$ cat config.mk
export PLATFORM = sky130hd
export DESIGN_NAME = row_index_run_coalescer_top_flat
export DESIGN_NICKNAME = d
export VERILOG_FILES = /design/src/rirc_pkg.sv /design/src/rirc_if.sv /design/src/rirc_core.sv /design/src/rirc_queue.sv /design/src/row_index_run_coalescer_top.sv /design/src/flat_wrapper.sv
export SDC_FILE = /design/constraint.sdc
export NUM_CORES = 1
export LEC_CHECK = 0
export ABC_CLOCK_PERIOD_IN_PS = 19500
export BUFFER_PORTS_ARGS = -buffer_cell sky130_fd_sc_hd__buf_2
export CORE_MARGIN = 2
export CORE_UTILIZATION = 40
export CTS_BUF_LIST = sky130_fd_sc_hd__clkbuf_4 sky130_fd_sc_hd__clkbuf_8
export CTS_CLUSTER_SIZE = 30
export DETAILED_ROUTE_END_ITERATION = 16
export HOLD_SLACK_MARGIN = 0.1
export SLEW_MARGIN = 40
export SYNTH_ARGS = -nofsm -noshare
export SYNTH_HDL_FRONTEND = slang
export SYNTH_SLANG_ARGS = --single-unit
export TNS_END_PERCENT = 5
$ cat constraint.sdc
create_clock -name clk_i -period 19.5 [get_ports clk_i]
set_clock_uncertainty 0.1 [all_clocks]
set_input_delay 3.9 -clock clk_i [delete_from_list [all_inputs] [get_ports clk_i]]
set_output_delay 3.9 -clock clk_i [all_outputs]
set_load 0.05 [all_outputs]
$ cat src/rirc_pkg.sv
// ----------------------------------------------------------------------------
// rirc_pkg: row index run coalescer package
// Shared widths, register indexes, status codes and result types.
// ----------------------------------------------------------------------------
`default_nettype none

package rirc_pkg;

  localparam int unsigned MAX_LIST  = 4096;
  localparam int unsigned POS_W     = $clog2(MAX_LIST + 1);

  localparam int unsigned ROW_W     = 32;
  localparam int unsigned DST_W     = 12;
  localparam int unsigned LEN_W     = 13;
  localparam int unsigned TOT_W     = 13;
  localparam int unsigned STAT_W    = 2;
  localparam int unsigned CAP_W     = 13;
  localparam int unsigned CFG_W     = 13;
  localparam int unsigned CFG_IDX_W = 1;

  localparam logic [CFG_IDX_W-1:0] REG_RUN_MODE     = 1'd0;
  localparam logic [CFG_IDX_W-1:0] REG_RUN_CAPACITY = 1'd1;

  localparam logic             MODE_COPY      = 1'b0;
  localparam logic [CAP_W-1:0] CAPACITY_RESET = 13'd4096;
  localparam logic [ROW_W-1:0] PAD_SOURCE     = '1;

  localparam logic [STAT_W-1:0] STATUS_OK       = 2'd0;
  localparam logic [STAT_W-1:0] STATUS_CAPACITY = 2'd1;
  localparam logic [STAT_W-1:0] STATUS_TOO_LONG = 2'd2;

  // result queue
  localparam int unsigned QUEUE_DEPTH = 4;
  localparam int unsigned QUEUE_PTR_W = $clog2(QUEUE_DEPTH);
  localparam int unsigned QUEUE_LVL_W = $clog2(QUEUE_DEPTH + 1);

  typedef struct packed {
    logic signed [ROW_W-1:0] run_source;
    logic [DST_W-1:0]        run_destination;
    logic [LEN_W-1:0]        run_length;
    logic                    run_valid;
    logic [TOT_W-1:0]        run_total;
    logic [STAT_W-1:0]       list_status;
    logic                    result_last;
  } result_t;

  // up to two results written per accepted item
  typedef struct packed {
    logic [1:0] count;
    result_t    first;
    result_t    second;
  } push_t;

endpackage

`default_nettype wire

$ cat src/rirc_if.sv
// ----------------------------------------------------------------------------
// rirc_if: row index run coalescer channels
// Valid/ready channels for row list items and run result items.
// ----------------------------------------------------------------------------
`default_nettype none

interface rirc_in_if;
  import rirc_pkg::*;

  logic                    valid;
  logic                    ready;
  logic signed [ROW_W-1:0] row_index;
  logic                    list_last;

  modport source (output valid, output row_index, output list_last, input ready);
  modport sink   (input valid, input row_index, input list_last, output ready);
endinterface

interface rirc_out_if;
  import rirc_pkg::*;

  logic                    valid;
  logic                    ready;
  logic signed [ROW_W-1:0] run_source;
  logic [DST_W-1:0]        run_destination;
  logic [LEN_W-1:0]        run_length;
  logic                    run_valid;
  logic [TOT_W-1:0]        run_total;
  logic [STAT_W-1:0]       list_status;
  logic                    result_last;

  modport source (output valid, output run_source, output run_destination,
                  output run_length, output run_valid, output run_total,
                  output list_status, output result_last, input ready);
  modport sink   (input valid, input run_source, input run_destination,
                  input run_length, input run_valid, input run_total,
                  input list_status, input result_last, output ready);
endinterface

`default_nettype wire

$ cat src/rirc_core.sv
// ----------------------------------------------------------------------------
// rirc_core: run tracking datapath
// Holds the open run and list state, config registers, and builds the
// results caused by one item combinationally.
// ----------------------------------------------------------------------------
`default_nettype none

module rirc_core (
  input  wire logic                             clk_i,
  input  wire logic                             rst_ni,
  input  wire logic                             accept_i,
  input  wire logic signed [rirc_pkg::ROW_W-1:0] row_index_i,
  input  wire logic                             list_last_i,
  input  wire logic                             cfg_we_i,
  input  wire logic [rirc_pkg::CFG_IDX_W-1:0]   cfg_index_i,
  input  wire logic [rirc_pkg::CFG_W-1:0]       cfg_data_i,
  output rirc_pkg::push_t                       push_o
);
  import rirc_pkg::*;

  logic                 mode_q;
  logic [CAP_W-1:0]     cap_q;

  logic [ROW_W-1:0]     src_q, src_d;
  logic [POS_W-1:0]     dst_q, dst_d;
  logic [POS_W-1:0]     len_q, len_d;
  logic                 open_q, open_d;
  logic [POS_W-1:0]     runs_q, runs_d;
  logic [POS_W-1:0]     pos_q, pos_d;
  logic [STAT_W-1:0]    err_q, err_d;

  logic                 pad;
  logic                 adjacent;
  logic                 src_adj;
  logic                 cap_ok;
  logic [POS_W:0]       dst_end;
  logic [ROW_W:0]       src_end;
  logic                 close_run;
  logic                 start_run;
  logic [ROW_W-1:0]     start_src;
  logic                 a_valid;
  logic                 b_valid;
  result_t              res_a;
  result_t              res_b;
  result_t              res_tail;
  logic [31:0]          dst_wide_a, len_wide_a, dst_wide_b, len_wide_b, runs_wide;

  assign pad      = row_index_i[ROW_W-1];
  assign dst_end  = {1'b0, dst_q} + {1'b0, len_q};
  assign adjacent = open_q && ({1'b0, pos_q} == dst_end);
  assign src_end  = {1'b0, src_q} + (ROW_W+1)'(len_q);
  assign src_adj  = (src_end == {1'b0, row_index_i});
  assign cap_ok   = 32'(runs_q) < 32'(cap_q);

  always_comb begin
    src_d     = src_q;
    dst_d     = dst_q;
    len_d     = len_q;
    open_d    = open_q;
    runs_d    = runs_q;
    err_d     = err_q;
    close_run = 1'b0;
    start_run = 1'b0;
    start_src = row_index_i;

    if (err_q == STATUS_OK) begin
      if (pos_q == POS_W'(MAX_LIST)) begin
        // held run is dropped, not emitted
        err_d  = STATUS_TOO_LONG;
        open_d = 1'b0;
      end else if (mode_q == MODE_COPY) begin
        if (pad) begin
          close_run = 1'b1;
        end else if (adjacent && (src_q != PAD_SOURCE) && src_adj) begin
          len_d = len_q + 1'b1;
        end else begin
          close_run = 1'b1;
          start_run = 1'b1;
        end
      end else begin
        if (!pad) begin
          close_run = 1'b1;
        end else if (adjacent && (src_q == PAD_SOURCE)) begin
          len_d = len_q + 1'b1;
        end else begin
          close_run = 1'b1;
          start_run = 1'b1;
          start_src = PAD_SOURCE;
        end
      end
    end

    if (close_run) begin
      open_d = 1'b0;
    end
    if (start_run) begin
      if (cap_ok) begin
        src_d  = start_src;
        dst_d  = pos_q;
        len_d  = POS_W'(1);
        open_d = 1'b1;
        runs_d = runs_q + 1'b1;
      end else begin
        err_d  = STATUS_CAPACITY;
        open_d = 1'b0;
      end
    end

    pos_d = (pos_q == POS_W'(MAX_LIST)) ? pos_q : pos_q + 1'b1;
  end

  assign a_valid = close_run && open_q;
  assign b_valid = list_last_i && (err_d == STATUS_OK) && open_d;

  assign dst_wide_a = 32'(dst_q);
  assign len_wide_a = 32'(len_q);
  assign dst_wide_b = 32'(dst_d);
  assign len_wide_b = 32'(len_d);
  assign runs_wide  = 32'(runs_d);

  always_comb begin
    res_a                 = '0;
    res_a.run_source      = src_q;
    res_a.run_destination = dst_wide_a[DST_W-1:0];
    res_a.run_length      = len_wide_a[LEN_W-1:0];
    res_a.run_valid       = 1'b1;

    res_b                 = '0;
    res_b.run_source      = src_d;
    res_b.run_destination = dst_wide_b[DST_W-1:0];
    res_b.run_length      = len_wide_b[LEN_W-1:0];
    res_b.run_valid       = 1'b1;

    push_o = '0;
    if (a_valid) begin
      push_o.first  = res_a;
      push_o.second = res_b;
      push_o.count  = b_valid ? 2'd2 : 2'd1;
    end else begin
      // when nothing closes, the last result is the open run or an empty one
      push_o.first  = b_valid ? res_b : '0;
      push_o.count  = list_last_i ? 2'd1 : 2'd0;
    end

    res_tail = (push_o.count == 2'd2) ? push_o.second : push_o.first;
    res_tail.run_total   = runs_wide[TOT_W-1:0];
    res_tail.list_status = err_d;
    res_tail.result_last = 1'b1;
    if (list_last_i) begin
      if (push_o.count == 2'd2) begin
        push_o.second = res_tail;
      end else begin
        push_o.first = res_tail;
      end
    end

    if (!accept_i) begin
      push_o.count = 2'd0;
    end
  end

  always_ff @(posedge clk_i or negedge rst_ni) begin
    if (!rst_ni) begin
      mode_q <= MODE_COPY;
      cap_q  <= CAPACITY_RESET;
      src_q  <= '0;
      dst_q  <= '0;
      len_q  <= '0;
      open_q <= 1'b0;
      runs_q <= '0;
      pos_q  <= '0;
      err_q  <= STATUS_OK;
    end else begin
      if (cfg_we_i) begin
        unique case (cfg_index_i)
          REG_RUN_MODE:     mode_q <= cfg_data_i[0];
          REG_RUN_CAPACITY: cap_q  <= cfg_data_i[CAP_W-1:0];
          default: ;
        endcase
      end
      if (accept_i) begin
        if (list_last_i) begin
          src_q  <= '0;
          dst_q  <= '0;
          len_q  <= '0;
          open_q <= 1'b0;
          runs_q <= '0;
          pos_q  <= '0;
          err_q  <= STATUS_OK;
        end else begin
          src_q  <= src_d;
          dst_q  <= dst_d;
          len_q  <= len_d;
          open_q <= open_d;
          runs_q <= runs_d;
          pos_q  <= pos_d;
          err_q  <= err_d;
        end
      end
    end
  end

endmodule

`default_nettype wire

$ cat src/rirc_queue.sv
// ----------------------------------------------------------------------------
// rirc_queue: result queue
// Small register queue taking up to two results a cycle, giving one.
// ----------------------------------------------------------------------------
`default_nettype none

module rirc_queue (
  input  wire logic                               clk_i,
  input  wire logic                               rst_ni,
  input  rirc_pkg::push_t                         push_i,
  input  wire logic                               pop_i,
  output rirc_pkg::result_t                       head_o,
  output logic [rirc_pkg::QUEUE_LVL_W-1:0]        level_o
);
  import rirc_pkg::*;

  result_t                 mem_q [QUEUE_DEPTH];
  logic [QUEUE_PTR_W-1:0]  wr_q, rd_q;
  logic [QUEUE_PTR_W-1:0]  wr_next;
  logic [QUEUE_LVL_W-1:0]  level_q, level_d;
  logic                    pop;

  assign wr_next = wr_q + 1'b1;
  assign pop     = pop_i && (level_q != '0);
  assign head_o  = mem_q[rd_q];
  assign level_o = level_q;
  assign level_d = level_q + QUEUE_LVL_W'(push_i.count) - QUEUE_LVL_W'(pop);

  always_ff @(posedge clk_i) begin
    if (push_i.count != 2'd0) begin
      mem_q[wr_q] <= push_i.first;
    end
    if (push_i.count == 2'd2) begin
      mem_q[wr_next] <= push_i.second;
    end
  end

  always_ff @(posedge clk_i or negedge rst_ni) begin
    if (!rst_ni) begin
      wr_q    <= '0;
      rd_q    <= '0;
      level_q <= '0;
    end else begin
      wr_q    <= wr_q + QUEUE_PTR_W'(push_i.count);
      rd_q    <= rd_q + QUEUE_PTR_W'(pop);
      level_q <= level_d;
    end
  end

endmodule

`default_nettype wire

$ cat src/row_index_run_coalescer_top.sv
// ----------------------------------------------------------------------------
// row_index_run_coalescer_top: row list to copy/padding run descriptors
// Merges row indices (copy mode) or padding (padding mode) into runs.
// ----------------------------------------------------------------------------
// Results are registered in the result queue and offered from its head.
// Throughput: one item per cycle while the queue has room for two results;
//   the single-read result queue (depth 4) gives one result per pop.
// Reset: asynchronous, clears run state, list position, error and queue;
//   run_mode resets to copy runs, run_capacity to 4096.
`default_nettype none

module row_index_run_coalescer_top (
  input  wire logic                             clk_i,
  input  wire logic                             rst_ni,
  rirc_in_if.sink                               item_in,
  rirc_out_if.source                            run_out,
  input  wire logic                             cfg_we_i,
  input  wire logic [rirc_pkg::CFG_IDX_W-1:0]   cfg_index_i,
  input  wire logic [rirc_pkg::CFG_W-1:0]       cfg_data_i
);
  import rirc_pkg::*;

  push_t                   push;
  result_t                 head;
  logic [QUEUE_LVL_W-1:0]  level;
  logic                    accept;

  // room for two results regardless of the pop this cycle
  assign item_in.ready = (level <= QUEUE_LVL_W'(QUEUE_DEPTH - 2));
  assign accept        = item_in.valid && item_in.ready;

  rirc_core u_core (
    .clk_i       (clk_i),
    .rst_ni      (rst_ni),
    .accept_i    (accept),
    .row_index_i (item_in.row_index),
    .list_last_i (item_in.list_last),
    .cfg_we_i    (cfg_we_i),
    .cfg_index_i (cfg_index_i),
    .cfg_data_i  (cfg_data_i),
    .push_o      (push)
  );

  rirc_queue u_queue (
    .clk_i   (clk_i),
    .rst_ni  (rst_ni),
    .push_i  (push),
    .pop_i   (run_out.ready),
    .head_o  (head),
    .level_o (level)
  );

  assign run_out.valid           = (level != '0);
  assign run_out.run_source      = head.run_source;
  assign run_out.run_destination = head.run_destination;
  assign run_out.run_length      = head.run_length;
  assign run_out.run_valid       = head.run_valid;
  assign run_out.run_total       = head.run_total;
  assign run_out.list_status     = head.list_status;
  assign run_out.result_last     = head.result_last;

  a_level_bound: assert property (@(posedge clk_i) disable iff (!rst_ni)
    level <= QUEUE_LVL_W'(QUEUE_DEPTH))
    else $error("result queue overflow");

  a_last_gives_result: assert property (@(posedge clk_i) disable iff (!rst_ni)
    accept && item_in.list_last |=> run_out.valid)
    else $error("last item produced no result");

  a_tail_only_fields: assert property (@(posedge clk_i) disable iff (!rst_ni)
    run_out.valid && !run_out.result_last |->
      run_out.list_status == STATUS_OK && run_out.run_total == '0)
    else $error("count or status on a non-final result");

  a_empty_result: assert property (@(posedge clk_i) disable iff (!rst_ni)
    run_out.valid && !run_out.run_valid |->
      run_out.run_length == '0 && run_out.result_last)
    else $error("empty result not final or with length");

endmodule

`default_nettype wire
$ cat src/flat_wrapper.sv
// flat-port wrapper written by rule: the top's interface ports become plain ports
module row_index_run_coalescer_top_flat import rirc_pkg::*;
  (clk_i, rst_ni, cfg_we_i, cfg_index_i, cfg_data_i, item_in_valid, item_in_row_index, item_in_list_last, item_in_ready, run_out_valid, run_out_run_source, run_out_run_destination, run_out_run_length, run_out_run_valid, run_out_run_total, run_out_list_status, run_out_result_last, run_out_ready);
  rirc_in_if item_in_i ();
  rirc_out_if run_out_i ();
  input  wire logic clk_i;
  input  wire logic rst_ni;
  input  wire logic cfg_we_i;
  input  wire logic [rirc_pkg::CFG_IDX_W-1:0] cfg_index_i;
  input  wire logic [rirc_pkg::CFG_W-1:0] cfg_data_i;
  input wire logic [$bits(item_in_i.valid)-1:0] item_in_valid;
  input wire logic [$bits(item_in_i.row_index)-1:0] item_in_row_index;
  input wire logic [$bits(item_in_i.list_last)-1:0] item_in_list_last;
  output wire logic [$bits(item_in_i.ready)-1:0] item_in_ready;
  output wire logic [$bits(run_out_i.valid)-1:0] run_out_valid;
  output wire logic [$bits(run_out_i.run_source)-1:0] run_out_run_source;
  output wire logic [$bits(run_out_i.run_destination)-1:0] run_out_run_destination;
  output wire logic [$bits(run_out_i.run_length)-1:0] run_out_run_length;
  output wire logic [$bits(run_out_i.run_valid)-1:0] run_out_run_valid;
  output wire logic [$bits(run_out_i.run_total)-1:0] run_out_run_total;
  output wire logic [$bits(run_out_i.list_status)-1:0] run_out_list_status;
  output wire logic [$bits(run_out_i.result_last)-1:0] run_out_result_last;
  input wire logic [$bits(run_out_i.ready)-1:0] run_out_ready;
  assign item_in_i.valid = item_in_valid;
  assign item_in_i.row_index = item_in_row_index;
  assign item_in_i.list_last = item_in_list_last;
  assign item_in_ready = item_in_i.ready;
  assign run_out_valid = run_out_i.valid;
  assign run_out_run_source = run_out_i.run_source;
  assign run_out_run_destination = run_out_i.run_destination;
  assign run_out_run_length = run_out_i.run_length;
  assign run_out_run_valid = run_out_i.run_valid;
  assign run_out_run_total = run_out_i.run_total;
  assign run_out_list_status = run_out_i.list_status;
  assign run_out_result_last = run_out_i.result_last;
  assign run_out_i.ready = run_out_ready;
  row_index_run_coalescer_top u_core (.clk_i(clk_i), .rst_ni(rst_ni), .item_in(item_in_i), .run_out(run_out_i), .cfg_we_i(cfg_we_i), .cfg_index_i(cfg_index_i), .cfg_data_i(cfg_data_i));
endmodule
# After elaboration in Yosys (flattened, before gate mapping)
# Memories as Yosys holds them, arrays and structs flattened.
# Cells that the tools add are included.
[word_totals] in_bits=52 ram_bits=296 wordCells=117 regBits=108 mem_count=1 out_inout_bits=76
[op_classes] eq_ne=8 n_addsub=10 bitwise=1 magnitude_cmp=2 reduce_logical=19 muxes=63
[memory_table] name="u_core.u_queue.mem_q" words=4 width=74 read_ports=1 rd_ports_with_merged_regs=0 write_ports=2 line="rirc_queue.sv:17" source="result_t mem_q [QUEUE_DEPTH];"
[op_table] op="$mux W74" count=5
[op_table] op="$mux W13" count=18
[op_table] op="$mux W32" count=7
[op_table] op="$mux W148" count=1
[op_table] op="$mux W76" count=1
[op_table] op="$add A13 B1 Y13 const B" count=3
[op_table] op="$add A32 B13 Y33" count=1
[op_table] op="$eq A33 B32 Y1" count=1
[op_table] op="$eq A32 B32 Y1 const B" count=1
[op_table] op="$ne A32 B32 Y1 const B" count=1
[op_table] op="$mux W31" count=1
[op_table] op="$mux W1" count=23
[op_table] op="$add A13 B13 Y14" count=1
[op_table] op="$eq A13 B14 Y1" count=1
[op_table] op="$mux W2" count=7
[op_table] op="$eq A13 B13 Y1 const B" count=1
[op_table] op="$lt A13 B13 Y1" count=1
[op_table] op="$logic_and A1 B1 Y1" count=9
[op_table] op="$reduce_and A2 Y1" count=3
[op_table] op="$reduce_bool A2 Y1" count=3
[op_table] op="$eq A2 B2 Y1 const B" count=2
[op_table] op="$logic_not A2 Y1" count=2
[op_table] op="$add A3 B2 Y3" count=1
[op_table] op="$le A3 B2 Y1 const B" count=1
[op_table] op="8 further kinds" count=8

# Logic depth before layout (Yosys ltp)
# Gate-level depths: netlist (run 1).
[logic_depth] depth_word=20 ltp_mapped=22 depth_no_buf=21

# Cells and area by module
# From an unflattened synthesis (run 1), not the netlist that was laid out.
[hier_totals] hier_cells=2058 area_unflattened_um2=25047.8
[by_module_without_submodules] module="rirc_queue" instances=1 area_per_inst_um2=15153.3 cells_each=755 seq_area_each_um2=9063.7
[by_module_without_submodules] module="rirc_core" instances=1 area_per_inst_um2=9877.0 cells_each=1300 seq_area_each_um2=2528.7
[by_module_without_submodules] module="row_index_run_coalescer_top" instances=1 area_per_inst_um2=17.5 cells_each=3 seq_area_each_um2=0.0

# Worst setup path after synthesis (run 1)
# Ideal clock, no wire load.
[synth_path] path_kind="input to register" start="in item_in_row_index[11]" end="mem u_core.u_queue.mem_q[0][0] in the netlist's numbering, enable pin" setup_ns=0.616 n_path_buf=0 stages=10 setup_slack_ns=7.926 arrival_time_ns=10.858 t_required_ns=18.784 path_cell_list="xor2_2 -> o21ai_0 -> nand2_1 -> o311a_1 -> and4_1 -> nor4b_4 -> nand3_2 -> and2_0 -> o21ai_0 -> o31ai_1"
[synth_rtl] element="start, declared" line="flat_wrapper.sv:12" source="input wire logic [$bits(item_in_i.row_index)-1:0] item_in_row_index;"
[synth_rtl] element="end, declared" line="rirc_queue.sv:17"

# Worst setup path in the final report (run 1)
[layout_path] start="in item_in_row_index[11]" end="reg u_core.u_queue.level_q[2], in the netlist u_core.u_queue.level_o[2]"
[layout_between] elab_chain_cells=16 word_cells_on_any_way=23 classes_between="2 x add/sub; 1 x eq/ne; 15 x mux; 5 x reduce/logical"
[layout_rtl] element="$eq A33 B32 Y1 *" line="rirc_core.sv:52" source="assign src_adj = (src_end == {1'b0, row_index_i});"
[layout_rtl] element="$logic_and A1 B1 Y1 *" line="rirc_core.sv:74" source="end else if (adjacent && (src_q != PAD_SOURCE) && src_adj) begin"
[layout_rtl] element="$mux W1 *" line="rirc_core.sv:74"
[layout_rtl] element="$mux W1" line="rirc_core.sv:72" source="if (pad) begin"
[layout_rtl] element="$mux W1" line="rirc_core.sv:71" source="end else if (mode_q == MODE_COPY) begin"
[layout_rtl] element="$mux W1" line="rirc_core.sv:67" source="if (pos_q == POS_W'(MAX_LIST)) begin"
[layout_rtl] element="$mux W1" line="rirc_core.sv:66" source="if (err_q == STATUS_OK) begin"
[layout_rtl] element="$mux W2" line="rirc_core.sv:96" source="if (start_run) begin"
[layout_rtl] element="$logic_not A2 Y1" line="rirc_core.sv:113" source="assign b_valid = list_last_i && (err_d == STATUS_OK) && open_d;"
[layout_rtl] element="$logic_and A1 B1 Y1 (2 in series)" line="rirc_core.sv:113"
[layout_rtl] element="$mux W2" line="rirc_core.sv:138" source="push_o.count = b_valid ? 2'd2 : 2'd1;"
[layout_rtl] element="$mux W76 *" line="rirc_core.sv:135" source="if (a_valid) begin"
[layout_rtl] element="$mux W2 *" line="rirc_core.sv:157" source="if (!accept_i) begin"
[layout_rtl] element="$add A3 B2 Y3 *" line="rirc_queue.sv:27" source="assign level_d = level_q + QUEUE_LVL_W'(push_i.count) - QUEUE_LVL_W'(pop);"
[layout_rtl] element="$sub A3 B1 Y3 *" line="rirc_queue.sv:27"
[layout_rtl] element="named net u_core.u_queue.level_d[2]" line="rirc_queue.sv:20" source="logic [QUEUE_LVL_W-1:0] level_q, level_d;"
[layout_rtl] element="end signal, assigned" line="rirc_queue.sv:46" source="level_q <= level_d;"
[layout_rtl] element="end, declared" line="rirc_queue.sv:20"
# The timed path passes the listed nets; every way through them passes the cells marked *.
# A chain may end at the register's enable or synchronous reset.

==> flow_summary.toml, run 1 <==
[power_and_ir_drop]
power_mw = 3.57
power.density_nw_per_um2 = 139
leakage_nw = 9.57
ir_worst_vdd_mv = 0.0789

[place]
io_buffers = 127
gp_congestion = 0.936
hpwl_mm = 46.2
placed_cell_area_sq_um = 24100

[floorplan]
coreArea_sq_um = 56400
io_pins = 128
initial_core_util_pct = 40.4
die_x_microns = 243
dieArea_sq_um = 58900
fp.dieH_microns = 243
rows = 87

[sta]
fin_hold_ws_ns = 0.401
setup_tns_ns = 0
hold_viol_final = 0
setup-violations-final = 0
fin_crit_sh_pct = 42.0
fmax_mhz = 122
report.final.slew_viol_count = 0
slew_headroom_pct = 44.8
worst_slew_pin_slew_ns = 0.829
fin_crit_ns = 8.19
rsz0062_at_grt = "false"

[worst_setup_path]
path_cells = "buf_2 -> xor2_2 -> o21ai_0 -> a211oi_1 -> nand4_1 -> a2111oi_2 -> nand4_1 -> nor4b_4 -> nand4_2 -> a21oi_4 -> nor2_1 -> or2_2 -> ha_1 -> inv_1 -> ha_1 -> inv_1 -> fa_1 -> xor2_1 -> xnor2_1"
startpoint = "item_in_row_index[11]"
endpoint = "u_core.u_queue.level_o[2]$_DFF_PN0_"
crit_required_ns = 19.95
endpoint_kind = "flop"
cp.depth = 19
worstPathMaxFanout = 18
start_kind = "primary input"
rr_endpoint = "u_core.u_queue.level_o[2]$_DFF_PN0_"
critPathSlowestCell = "a21oi_4"
cp.arrival_ns = 8.65
crit_type = "primary input to flop"
rrSetupSlack_ns = 13.21
worstPathBufferInverterCount = 3
crit_family = "simple AND/OR/NAND/NOR gates"
reg2reg_from = "u_core.u_core.len_q[0]$_DFFE_PN0P_"
cp_slowest_stage_delay_ns = 0.50
reg2reg_depth = 20

[clock_network]
clk_pin_slew_ns = 0.06
root_buffer = "clkbuf_8"
cts_tree = "built"
cts_resized = 0
clock_latency_ns = 0.69
hold_buffers = 0
postCtsSetupRepairBufs = 0
cts_buffers = 71
cts.sinks = 404
cts_htree_levels = 3
clk_path_buf_depth = 3

[global_route]
grt_overflow = 0
track_usage_pct = 23.5
grt_max_degree = 64
antenna_found_initial = 0
grt_pass1_vias = 17182
grt_pass1_wl_mm = 105

[final_layout]
fin_area_sq_um = 25600
fillCellCount = 5225
nets = 2095
utilization_pct = 45.5
layout-drive-gt1-share_pct = 21.7
syn_to_final_growth_pct = 12.5

[job]
drv_cap = 0

[synthesis]
ys.flop_type = "edfxtp_1"
synthDistinctLibCells = 104
async_reset_ff_share_pct = 26.7
synthesis.nets = 2013
yosysMostFrequentCell = "edfxtp_1"
yosys_warnings = 0
synth_area_sq_um = 22800
synth_common_cells = "edfxtp_1, a22o_1, nor2_1"
ys_seq_area_share_pct = 50.9
syn_inst = 1911
avgSynthCellArea_sq_um = 11.9
synth_edf_count = 296
synth.largest_area_cell = "edfxtp_1"
synth_area_leaders = "edfxtp_1, dfrtp_1, a22o_1"
synth_top_area_share_pct = 39.0
ys_seq_elements = 404

[routing]
drc = 0
wl_mm = 70.1
wl_per_cell_microns = 25.0
vias = 17209
antenna_left = 0
dr.first_iter.drc_count = 1624
first_pass_iters = 6
viasPerCell = 6.13

[worst_hold_path]
hold_path.class = "flop to flop"

[run_status]
outcome = "complete, no violations"
## worst reg2reg max path, delay by kind of cell, from the launching register on
kind	cells	cell delay, ns
compound gates	2	0.89
xor+xnor	2	0.28
fa+ha+maj	5	1.63
buf+inv	2	0.11
flops	1	0.60
simple gates	9	2.56
## placed cells by master (no fill, tap or decap), types with 64 or more instances in the layout
cell,count
a21oi_1,64
edfxtp_1,296
dfrtp_1,105
nor2_1,149
clkbuf_8,77
mux4_2,74
nand2_1,113
nor3_1,68
buf_2,126
a22o_1,211
## state kept, by name, summed over array words and instances (netlist names), 3 cells and up
register                count
u_core.u_queue.mem_q      296
u_core.u_core.cap_q        13
u_core.u_core.pos_q        13
u_core.u_core.src_q        32
u_core.u_queue.level_o      3
u_core.u_core.dst_q        13
u_core.u_core.len_q        13
u_core.u_core.runs_q       13
## how the worst min path moves through the flow
stage / start / end / cells after the start
6_report: u_core.u_core.cap_q[9]$_DFFE_PN0P_ / u_core.u_core.cap_q[9]$_DFFE_PN0P_ / 1
5_1_grt: u_core.u_core.cap_q[6]$_DFFE_PN0P_ / u_core.u_core.cap_q[6]$_DFFE_PN0P_ / 1
3_5_place_dp: u_core.u_core.cap_q[4]$_DFFE_PN0P_ / u_core.u_core.cap_q[4]$_DFFE_PN0P_ / 1
3_3_place_gp: u_core.u_queue.level_o[2]$_DFF_PN0_ / u_core.u_queue.level_o[2]$_DFF_PN0_ / 1
4_1_cts: u_core.u_core.cap_q[4]$_DFFE_PN0P_ / u_core.u_core.cap_q[4]$_DFFE_PN0P_ / 1
2_1_floorplan: u_core.u_queue.level_o[2]$_DFF_PN0_ / u_core.u_queue.level_o[2]$_DFF_PN0_ / 1
## metrics by stage
stage,setup WS [ns],std cells
after floorplan,7.93,1911
after global placement,10.76,2668
after detailed placement,10.70,2674
after CTS,11.39,2803
after global routing,11.04,2805
final,11.31,2807
## layout make-up
class	count	area (sq um)	area share, %
Multi-Input combinational cell	1309	10400	40.6
Clock inverter	28	256	1.00
Tap cell	756	946	3.69
Inverter	40	150	0.585
Clock buffer	101	1240	4.83
Antenna cell	2	5.00	0.0195
Sequential cell	404	11600	45.2
Timing Repair Buffer	167	1030	4.01
## cells by family (layout without fill, tap and decap cells)
family / count (synthesis) / after routing / share of synthesized area, %
simple gates: 561 / 561 / 12.9
compound gates: 520 / 520 / 17.7
mux: 101 / 101 / 8.60
buf+inv: 198 / 336 / 4.00
other cells: 0 / 2 / 0
flops: 404 / 404 / 50.9
xor+xnor: 77 / 77 / 3.12
fa+ha+maj: 50 / 50 / 2.84
## report_power, final
part / internal [mW] / switching (mW) / total, mW
combinational: 0.506 / 0.990 / 1.50
sequential: 1.07 / 0.174 / 1.24
clock: 0.458 / 0.378 / 0.835
## routing by layer
metal	global-route usage (%)	up-vias	wire length, microns
li1	-	7676	-
met1	31.2	8730	30000
met2	38.9	683	33700
met3	4.16	120	4430
met4	7.89	0	1960
met5	0	-	0
No activity file was read; power rests on OpenSTA's default activity.
==> run 2: changes to the inputs <==
--- a/config.mk
+++ b/config.mk
@@ -5,7 +5,7 @@
 export SDC_FILE = /design/constraint.sdc
 export NUM_CORES = 1
 export LEC_CHECK = 0
-export ABC_CLOCK_PERIOD_IN_PS = 19500
+export ABC_CLOCK_PERIOD_IN_PS = 7100
 export BUFFER_PORTS_ARGS = -buffer_cell sky130_fd_sc_hd__buf_2
 export CORE_MARGIN = 2
 export CORE_UTILIZATION = 40
==> constraint.sdc (replaced) <==
create_clock -name clk_i -period 7.1 [get_ports clk_i]
set_clock_uncertainty 0.1 [all_clocks]
set_input_delay 1.42 -clock clk_i [delete_from_list [all_inputs] [get_ports clk_i]]
set_output_delay 1.42 -clock clk_i [all_outputs]
set_load 0.05 [all_outputs]
==> run 2 against run 1 <==
Effect of this change:
- design area shrank 0.57%
- clock power rose to 2.6 times the previous value
- combinational power rose to 2.7 times the previous value
- setup slack worse by 10 ns
- sequential share of layout area is 0.26 points higher
- sequential power rose to 2.8 times the previous value
- core utilization decreased by 0.26 points
- critical path depth rose by 1
- total power grew to 2.7 times the previous value
- cell count increased by 0.14%
- non-clock buffer count rose by 1
- critical endpoint unchanged
- highest routed layer is now met5
==> flow_summary.toml, run 2 (synthesized netlist as in run 1, its figures left out) <==
[run_status]
outcome = "complete, no violations"

[sta]
hold_viol_final = 0
setup_tns_ns = 0
fmax_mhz = 163
fin_crit_ns = 6.15
worst_slew_pin_slew_ns = 0.872
fin_crit_sh_pct = 86.6
report.final.slew_viol_count = 0
fin_ws_ns = 0.954
rsz0062_at_grt = "false"
slew_headroom_pct = 41.9
setup-violations-final = 0
fin_hold_ws_ns = 0.391

[place]
place_ws_ns = 0.842
io_buffers = 127
hpwl_mm = 47.4
place_inst = 2677
gp_congestion = 0.916

[clock_network]
postCtsSetupRepairBufs = 0
clk_pin_slew_ns = 0.06
cts.sinks = 404
hold_buffers = 0
cts_htree_levels = 3
clk_path_buf_depth = 3
cts_buffers = 73
clock_latency_ns = 0.67
cts_tree = "built"
cts_resized = 0
root_buffer = "clkbuf_8"

[floorplan]
die_x_microns = 243
coreArea_sq_um = 56400
rows = 87
initial_core_util_pct = 40.4
io_pins = 128
dieArea_sq_um = 58900
fp.dieH_microns = 243

[global_route]
grt_max_degree = 61
grt_pass1_wl_mm = 108
grt_overflow = 0
antenna_found_initial = 1
track_usage_pct = 24.2
grt_pass1_vias = 17340

[worst_setup_path]
crit_required_ns = 7.54
rr_endpoint = "u_core.u_queue.level_o[2]$_DFF_PN0_"
reg2reg_depth = 20
endpoint_kind = "flop"
worstPathMaxFanout = 18
start_kind = "flop"
crit_type = "flop to flop"
cp.arrival_ns = 6.59
rrSetupSlack_ns = 0.95
reg2reg_from = "u_core.u_core.len_q[0]$_DFFE_PN0P_"

[power_and_ir_drop]
leakage_nw = 9.53
power.density_nw_per_um2 = 381
ir_worst_vdd_mv = 0.238

[final_layout]
final_cells = 2811
largest_reg_flops = 296
final_cell_mix = "edfxtp_1, a22o_1, nor2_1"
fillCellCount = 5254
utilization_pct = 45.2
syn_to_final_growth_pct = 11.9
layout_commonest_cell = "edfxtp_1"
largestRegisters = "u_core.u_queue.mem_q: 296 flops, u_core.u_core.src_q: 32 flops"
top_register = "u_core.u_queue.mem_q"
antennaDiodeCount = 0
ff_latch_area_sq_um = 11600
layout-drive-gt1-share_pct = 21.7
nets = 2098
multi_input_area_sq_um = 10400

[routing]
drc = 0
first_pass_iters = 6
antenna_left = 0
wl_mm = 71.6
vias = 17211
wl_per_cell_microns = 25.5
viasPerCell = 6.12
dr.first_iter.drc_count = 1764

[worst_hold_path]
hold_path.class = "flop to flop"
hold_depth = 1
hp-start = "u_core.u_queue.level_o[2]$_DFF_PN0_"
hold_end = "u_core.u_queue.level_o[2]$_DFF_PN0_"

[job]
drv_cap = 0
run 2: cell count changes in the layout (fill, tap and decap cells not counted), sizes merged:
cell	before	now
bufinv	3	1
inv	45	42
buf	167	168
diode	2	0
clkbuf	101	102
clkinv	19	27
clkinvlp	1	2
run 2: how the worst max path moves through the flow:
stage                                             startpoint                                   end  depth (start not counted)  slack, ns
after floorplan           u_core.u_core.src_q[1]$_DFFE_PN0P_  u_core.u_queue.mem_q[3][0]$_DFFE_PP_                         14      -1.84
after global placement                 item_in_row_index[18]   u_core.u_queue.level_o[2]$_DFF_PN0_                         19       0.84
after detailed placement               item_in_row_index[18]   u_core.u_queue.level_o[2]$_DFF_PN0_                         19       0.84
after CTS                 u_core.u_core.len_q[0]$_DFFE_PN0P_   u_core.u_queue.level_o[2]$_DFF_PN0_                         20       0.99
after global routing      u_core.u_core.len_q[0]$_DFFE_PN0P_   u_core.u_queue.level_o[2]$_DFF_PN0_                         20       0.48
final                     u_core.u_core.len_q[0]$_DFFE_PN0P_   u_core.u_queue.level_o[2]$_DFF_PN0_                         20       0.95
run 2: area by class of cell:
class | count | share of cell area [%]
Clock buffer | 102 | 4.84
Clock inverter | 32 | 0.814
Inverter | 40 | 0.589
Multi-Input combinational cell | 1309 | 40.7
Sequential cell | 404 | 45.5
Tap cell | 756 | 3.71
Timing Repair Buffer | 168 | 3.83
run 2: power by group:
group | internal [mW] | switching, mW
clock | 1.17 | 1.04
sequential | 2.94 | 0.528
combinational | 1.36 | 2.68
total | 5.47 | 4.24
run 2: through the flow:
stage	power, mW	instance area (sq um)
floorplan	6.42	22800
global placement	7.50	24000
detailed placement	7.55	24000
CTS	9.77	25500
global route	10.2	25500
finish	9.72	25500
run 2: critical path: stages (launching register included):
cell	delay (ns)
dfrtp_1	0.51
ha_1	0.29
fa_1	0.44
a211oi_2	0.40
nor3_1	0.12
nor4b_2	0.39
nand4b_1	0.14
nor4_1	0.29
nand4_1	0.27
nor4_2	0.49
nand4_2	0.33
a21oi_4	0.49
nor2_1	0.19
or2_2	0.35
ha_1	0.29
inv_1	0.05
ha_1	0.13
inv_1	0.06
fa_1	0.43
xor2_1	0.16
xnor2_1	0.12
run 2: per-layer routing:
layer,global-route usage [%],up-vias,part of all wire [%]
met5,0,-,0.017
met4,8.50,2,3.0
met3,4.04,143,6.7
met2,40.4,688,49
met1,31.8,8706,41
li1,-,7672,-
